==> src/rtl/core/mnpl_pkg.sv <==
package mnpl_pkg;

  localparam int PENDING_DEPTH  = 4;
  localparam int POSITION_WIDTH = 16;
  localparam int NUM_CHANNELS   = 16;
  localparam int NUM_KEYS       = 128;

  localparam int CHAN_W   = $clog2(NUM_CHANNELS);
  localparam int KEY_W    = $clog2(NUM_KEYS);
  localparam int SLOT_W   = CHAN_W + KEY_W;
  localparam int FILL_W   = $clog2(PENDING_DEPTH + 1);
  localparam int LVL_W    = (PENDING_DEPTH > 1) ? $clog2(PENDING_DEPTH) : 1;
  localparam int STORE_DEPTH = (1 << (SLOT_W + LVL_W));

  // Fill counts are packed eight to a row; one valid bit per row.
  localparam int LANE_W   = 3;
  localparam int ROW_SLOTS = (1 << LANE_W);
  localparam int ROW_W    = SLOT_W - LANE_W;
  localparam int ROW_CNT  = (1 << ROW_W);

  localparam int OUT_POS_W = 16;
  localparam int COUNT_W   = 16;
  localparam logic [COUNT_W-1:0] COUNT_MAX = '1;

  localparam logic [3:0] CMD_NOTE_OFF = 4'h8;
  localparam logic [3:0] CMD_NOTE_ON  = 4'h9;

  typedef enum logic [1:0] {
    OP_NONE,
    OP_PUSH,
    OP_POP
  } mnpl_op_e;

  typedef struct packed {
    logic                      start;
    mnpl_op_e                  op;
    logic [SLOT_W-1:0]         slot;
    logic [POSITION_WIDTH-1:0] pos;
  } mnpl_cmd_t;

  function automatic logic [OUT_POS_W-1:0] to_out_pos(input logic [POSITION_WIDTH-1:0] p);
    return OUT_POS_W'(p);
  endfunction

endpackage

==> src/rtl/core/mnpl_front.sv <==
module mnpl_front import mnpl_pkg::*; (
  input  logic        clk_i,
  input  logic        rst_ni,
  input  logic        in_valid_i,
  output logic        in_ready_o,
  input  logic        start_of_track_i,
  input  logic [7:0]  status_byte_i,
  input  logic [6:0]  key_number_i,
  input  logic [6:0]  velocity_i,
  input  logic [15:0] event_position_i,
  output logic        cmd_valid_o,
  output mnpl_cmd_t   cmd_o,
  input  logic        cmd_ready_i
);

  localparam int QUEUE_DEPTH = 2;
  localparam int QPTR_W      = 1;
  localparam int QCNT_W      = $clog2(QUEUE_DEPTH + 1);

  mnpl_cmd_t          queue_q [QUEUE_DEPTH];
  logic [QPTR_W-1:0]  wr_ptr_q, wr_ptr_d;
  logic [QPTR_W-1:0]  rd_ptr_q, rd_ptr_d;
  logic [QCNT_W-1:0]  count_q, count_d;
  mnpl_cmd_t          cmd_new;
  logic               push, pop;

  // Classify the event.
  always_comb begin
    cmd_new.start = start_of_track_i;
    cmd_new.slot  = {status_byte_i[CHAN_W-1:0], key_number_i};
    cmd_new.pos   = POSITION_WIDTH'(event_position_i);
    if (status_byte_i[7:4] == CMD_NOTE_ON && velocity_i != 7'd0) begin
      cmd_new.op = OP_PUSH;
    end else if (status_byte_i[7:4] == CMD_NOTE_OFF || status_byte_i[7:4] == CMD_NOTE_ON) begin
      cmd_new.op = OP_POP;
    end else begin
      cmd_new.op = OP_NONE;
    end
  end

  assign in_ready_o  = (count_q != QCNT_W'(QUEUE_DEPTH));
  assign cmd_valid_o = (count_q != '0);
  assign cmd_o       = queue_q[rd_ptr_q];

  assign push = in_valid_i && in_ready_o;
  assign pop  = cmd_valid_o && cmd_ready_i;

  always_comb begin
    wr_ptr_d = push ? wr_ptr_q + 1'b1 : wr_ptr_q;
    rd_ptr_d = pop  ? rd_ptr_q + 1'b1 : rd_ptr_q;
    count_d  = count_q;
    if (push && !pop) begin
      count_d = count_q + 1'b1;
    end else if (pop && !push) begin
      count_d = count_q - 1'b1;
    end
  end

  always_ff @(posedge clk_i or negedge rst_ni) begin
    if (!rst_ni) begin
      wr_ptr_q <= '0;
      rd_ptr_q <= '0;
      count_q  <= '0;
    end else begin
      wr_ptr_q <= wr_ptr_d;
      rd_ptr_q <= rd_ptr_d;
      count_q  <= count_d;
    end
  end

  always_ff @(posedge clk_i) begin
    if (push) begin
      queue_q[wr_ptr_q] <= cmd_new;
    end
  end

endmodule

==> config.mk <==
export PLATFORM = sky130hd
export DESIGN_NAME = mnpl_front
export DESIGN_NICKNAME = d
export VERILOG_FILES = /design/src/rtl/core/mnpl_pkg.sv /design/src/rtl/core/mnpl_front.sv
export SDC_FILE = /design/constraint.sdc
export NUM_CORES = 1
export LEC_CHECK = 0
export BUFFER_PORTS_ARGS = -buffer_cell sky130_fd_sc_hd__buf_2
export CORE_AREA = 2 2 69 87
export DETAILED_ROUTE_END_ITERATION = 10
export DIE_AREA = 0 0 71 89
export GPL_ROUTABILITY_DRIVEN = 0
export GPL_TIMING_DRIVEN = 0
export PLACE_DENSITY = 0.77
export SLEW_MARGIN = 20
export SYNTH_ARGS = -nofsm -noshare
export SYNTH_HDL_FRONTEND = slang
export SYNTH_SLANG_ARGS = --single-unit
==> constraint.sdc <==
create_clock -name clk_i -period 4.1 [get_ports clk_i]
set_input_delay 0.205 -clock clk_i [delete_from_list [all_inputs] [get_ports clk_i]]
set_output_delay 0.205 -clock clk_i [all_outputs]
set_load 0.02 [all_outputs]
# After elaboration in Yosys (flattened, before gate mapping)

Memories as Yosys holds them, arrays and structs flattened.
Cells that the tools add are included.

Add/subtract/negate cells: 4
Equal/unequal tests: 3
Multiplexer cells: 6
Reduce and logical (&&, ||, !) cells: 11

Operators with widths:

| operator                                                            | count |
|---|---|
| 4-bit equality test (second input constant)                         | 2 |
| 2-bit two-way mux                                                   | 4 |
| 7-bit nonzero test                                                  | 1 |
| 1-bit logical AND                                                   | 5 |
| 2-bit nonzero test                                                  | 2 |
| 1-bit adder (second input constant)                                 | 2 |
| 2-bit by 1-bit adder with 2-bit output (second input constant)      | 1 |
| 1-bit zero test                                                     | 2 |
| 1-bit two-way mux                                                   | 2 |
| 2-bit != test (second input constant)                               | 1 |
| 2-bit by 1-bit subtractor with 2-bit output (second input constant) | 1 |
| 1-bit logical OR                                                    | 1 |

Bits in registers: 4
RAM bits: 60
Memories kept: 1

Memory list:

| name    | depth | bits a word | read ports | clocked after Yosys merged registers in | write ports | RTL line         | source |
|---|---|---|---|---|---|---|---|
| queue_q | 2     | 30          | 1          | 0                                       | 1           | mnpl_front.sv:20 | `mnpl_cmd_t queue_q [QUEUE_DEPTH];` |

# Logic depth before layout (Yosys ltp)

Depth after elaboration: 6
Mapped depth: 7

# Least setup slack after synthesis

OpenSTA, ideal clock, no wires.

Path type: register -> register
Start point: reg count_q[0]
End point: mem queue_q[0][0] (netlist bit) (enable)
Arrival: 2.072 ns
Data required time: 3.683 ns
Path slack: 1.611 ns
Stages on the path, launching flop included: 4
Period minus slack after synthesis: 2.489 ns
Path through: dfrtp_1 > nand2b_1 > nand2_1 > nor2_1

Word-level cells in the longest chain between the ends: 4

RTL lines:

| element                                 | RTL line         | source |
|---|---|---|
| start: declaration                      | mnpl_front.sv:23 | `logic [QCNT_W-1:0] count_q, count_d;` |
| start signal: assignment                | mnpl_front.sv:67 | `count_q <= count_d;` |
| 2-bit != test                           | mnpl_front.sv:41 | `assign in_ready_o = (count_q != QCNT_W'(QUEUE_DEPTH));` |
| named net in_ready_o                    | mnpl_front.sv:5  | `output logic in_ready_o,` |
| 1-bit logical AND                       | mnpl_front.sv:45 | `assign push = in_valid_i && in_ready_o;` |
| 1-bit two-way mux                       | mnpl_front.sv:72 | `if (push) begin` |
| 1-bit two-way mux (not written as such) | mnpl_front.sv:73 | `queue_q[wr_ptr_q] <= cmd_new;` |
| end: declaration                        | mnpl_front.sv:20 |  |

The timed path passes the listed nets, and every way through them passes these cells.

==> impl_metrics.json <==
{
  "seq_area_um2": 1900,
  "grt_max_degree": 31,
  "syn_area_um2": 2390,
  "antenna_found_initial": 0,
  "crit_required_ps": 3890,
  "cp-start-kind": "flip-flop",
  "finalHoldViolCount": 0,
  "p_clk_share_pct": 24.6,
  "layout_common_cells": "buf_2 (77), edfxtp_1 (60), mux2_2 (30)",
  "root_buffer": "clkbuf_8",
  "ys_warn_count": 0,
  "cts_max_path_buffers": 2,
  "reg2reg_depth": 2,
  "fin_nets": 247,
  "finalInstanceArea_um2": 3100,
  "htreeDepth": 3,
  "first_global_vias": 1380,
  "layout_setup_ws_ps": 2360,
  "pre_cts_ws_ps": 2450,
  "layout_commonest_cell": "buf_2",
  "cp.arrival_ps": 1530,
  "fin_skew_ps": 7.97,
  "rsz0062_at_grt": "no",
  "clkSlewWorstSetupHoldPaths_ps": 70,
  "finalNonFillerCells": 272,
  "multi_input_area_um2": 483,
  "hold_ws_ps": 62.7,
  "fp.dieW_um": 71,
  "p_int_uw": 1560,
  "syn-num-nets": 160,
  "whs_path_depth": 1,
  "insertion_delay_ps": 330,
  "fin_crit_sh_pct": 42.3,
  "setup_viol_count_final": 0,
  "drt-vias-per-instance": 4.74,
  "synth_top_area_cell": "edfxtp_1",
  "drive_above_1_share_pct": 61.1,
  "synth.distinct_cells": 17,
  "wirelength_um": 3920,
  "vias": 1288,
  "track_usage_pct": 13.3,
  "fin_setup_tns_ps": 0,
  "rrSetupSlack_ps": 2470,
  "seq_area_frac_synth_pct": 79.4,
  "crit_fanout": 10,
  "cap_violations": 0,
  "ant_nets": 0,
  "worstMarginPinSlew_ps": 722,
  "power.leakage_uw": 0.00121,
  "synth.ff_latch_count": 64,
  "synth_top_area_share_pct": 75.2,
  "status": "complete, no violations",
  "dieArea_um2": 6320,
  "seqPwrFrac_pct": 41.9,
  "hpwlAfterDp_um": 2760,
  "initial_core_util_pct": 44.0,
  "cts_setup_buffers": 0,
  "vdd_drop_max_uv": 560,
  "hp-class": "input pin to flip-flop",
  "drc": 0,
  "fill_cells": 446,
  "yosys-top-cells-area": "edfxtp_1 (75%), mux2_2 (14%), dfrtp_1 (4.2%)",
  "synth_cells": 116,
  "switching_share_pct": 31.2,
  "rows": 30,
  "cts_buffers": 9,
  "power_density_nw_per_um2": 730,
  "drtIter0Drc": 44,
  "syn2layout_area_growth_pct": 29.3,
  "placed_cells": 255,
  "overflow": 0,
  "numPortBuffers": 74,
  "drt_pre_antenna_iters": 4,
  "crit_type": "flip-flop to primary output",
  "max_freq_mhz": 576,
  "maxSlewViolCount": 0,
  "cts_tree": "done",
  "slew_headroom_pct": 51.9,
  "clock-sinks": 64,
  "die_h_um": 89,
  "period_minus_slack_ps": 1740,
  "combPwrFrac_pct": 33.6,
  "postPlaceCellArea_um2": 2880,
  "core_um2": 5440,
  "cts_resized": 0,
  "diodes": 0,
  "p_switching_uw": 706,
  "ios": 75,
  "avgRoutedWirePerCell_um": 14.4,
  "grt_pass1_wl_um": 6190,
  "syn_avg_cell_area_um2": 20.6,
  "end_kind": "primary output"
}
registers in the layout, indices dropped and copies added (netlist names):
| signal | count |
|---|---|
| count_q | 2 |
| queue_q | 60 |
| wr_ptr_q | 1 |
| rd_ptr_q | 1 |
stage by stage:
step | power [uW] | utilization, %
final | 2260 | 56.9
after global routing | 2370 | 56.9
after CTS | 2290 | 56.9
after detailed placement | 1730 | 52.9
after global placement | 1700 | 52.3
after floorplan | 1480 | -
critical path, cell delays in order (launching register included):
cell and delay (ps):
dfrtp_1 400, buf_2 280, mux2_2 370, buf_2 160
what timing repair did:
item,4_1_cts,5_1_grt
endpoints found under the setup margin,0,0
hold endpoints to repair,4,0
hold buffers,1,0
final cells by class:
cell class | count | area share [%]
timing repair buffer | 76 | 13.2
tap | 64 | 2.59
inverter | 1 | 0.121
multi-input combinational | 48 | 15.6
clock inverter | 4 | 2.26
clock buffer | 12 | 4.36
sequential | 64 | 61.4
buffer | 3 | 0.485
per-layer routing:
metal  vias up  track usage [%]  wire length [um]
met5         -                0                 0
met4         0             7.20                44
met3         5             4.06               247
met2        43             25.3              2210
met1       617             12.8              1420
li1        623                -                 -
cells in the mapped netlist (all sizes together):
cell type,count
nand2,2
o41ai,1
ha,1
nor2b,1
mux2,30
nand2b,1
edfxtp,60
buf,3
and3,1
xnor2,3
or4,1
or3b,1
nor2,3
xor2,2
dfrtp,4
or2,1
inv,1
power by group through the flow:
stage / combinational (uW) / clock (uW) / sequential (uW)
2_1_floorplan: 530 / 0 / 946
3_3_place_gp: 739 / 0 / 958
3_5_place_dp: 773 / 0 / 961
4_1_cts: 776 / 568 / 949
5_1_grt: 816 / 593 / 963
6_report: 759 / 555 / 947
path summary, 6_finish.rpt:
kind	from	end
max	rd_ptr_q	cmd_o[18]
min in group asynchronous	rst_ni	wr_ptr_q
min	status_byte_i[3]	queue_q[0][26]
max reg2reg	count_q[0]	queue_q[1][8]
min reg2reg	count_q[1]	count_q[1]
max in group asynchronous	rst_ni	rd_ptr_q
logic make-up (layout without fill, tap and decap cells):
kind of cell / count (synthesis) / count (layout) / synth area share, %
flip-flops: 64 / 64 / 79.4
multiplexers: 30 / 30 / 14.1
AND/OR/NAND/NOR: 11 / 11 / 2.67
XOR/XNOR: 5 / 5 / 1.83
buffers and inverters: 4 / 96 / 0.783
adder cells (fa/ha/maj): 1 / 1 / 0.522
AO/OA/AOI/OAI: 1 / 1 / 0.679
Note: power is estimated with default switching activity, not from simulation.
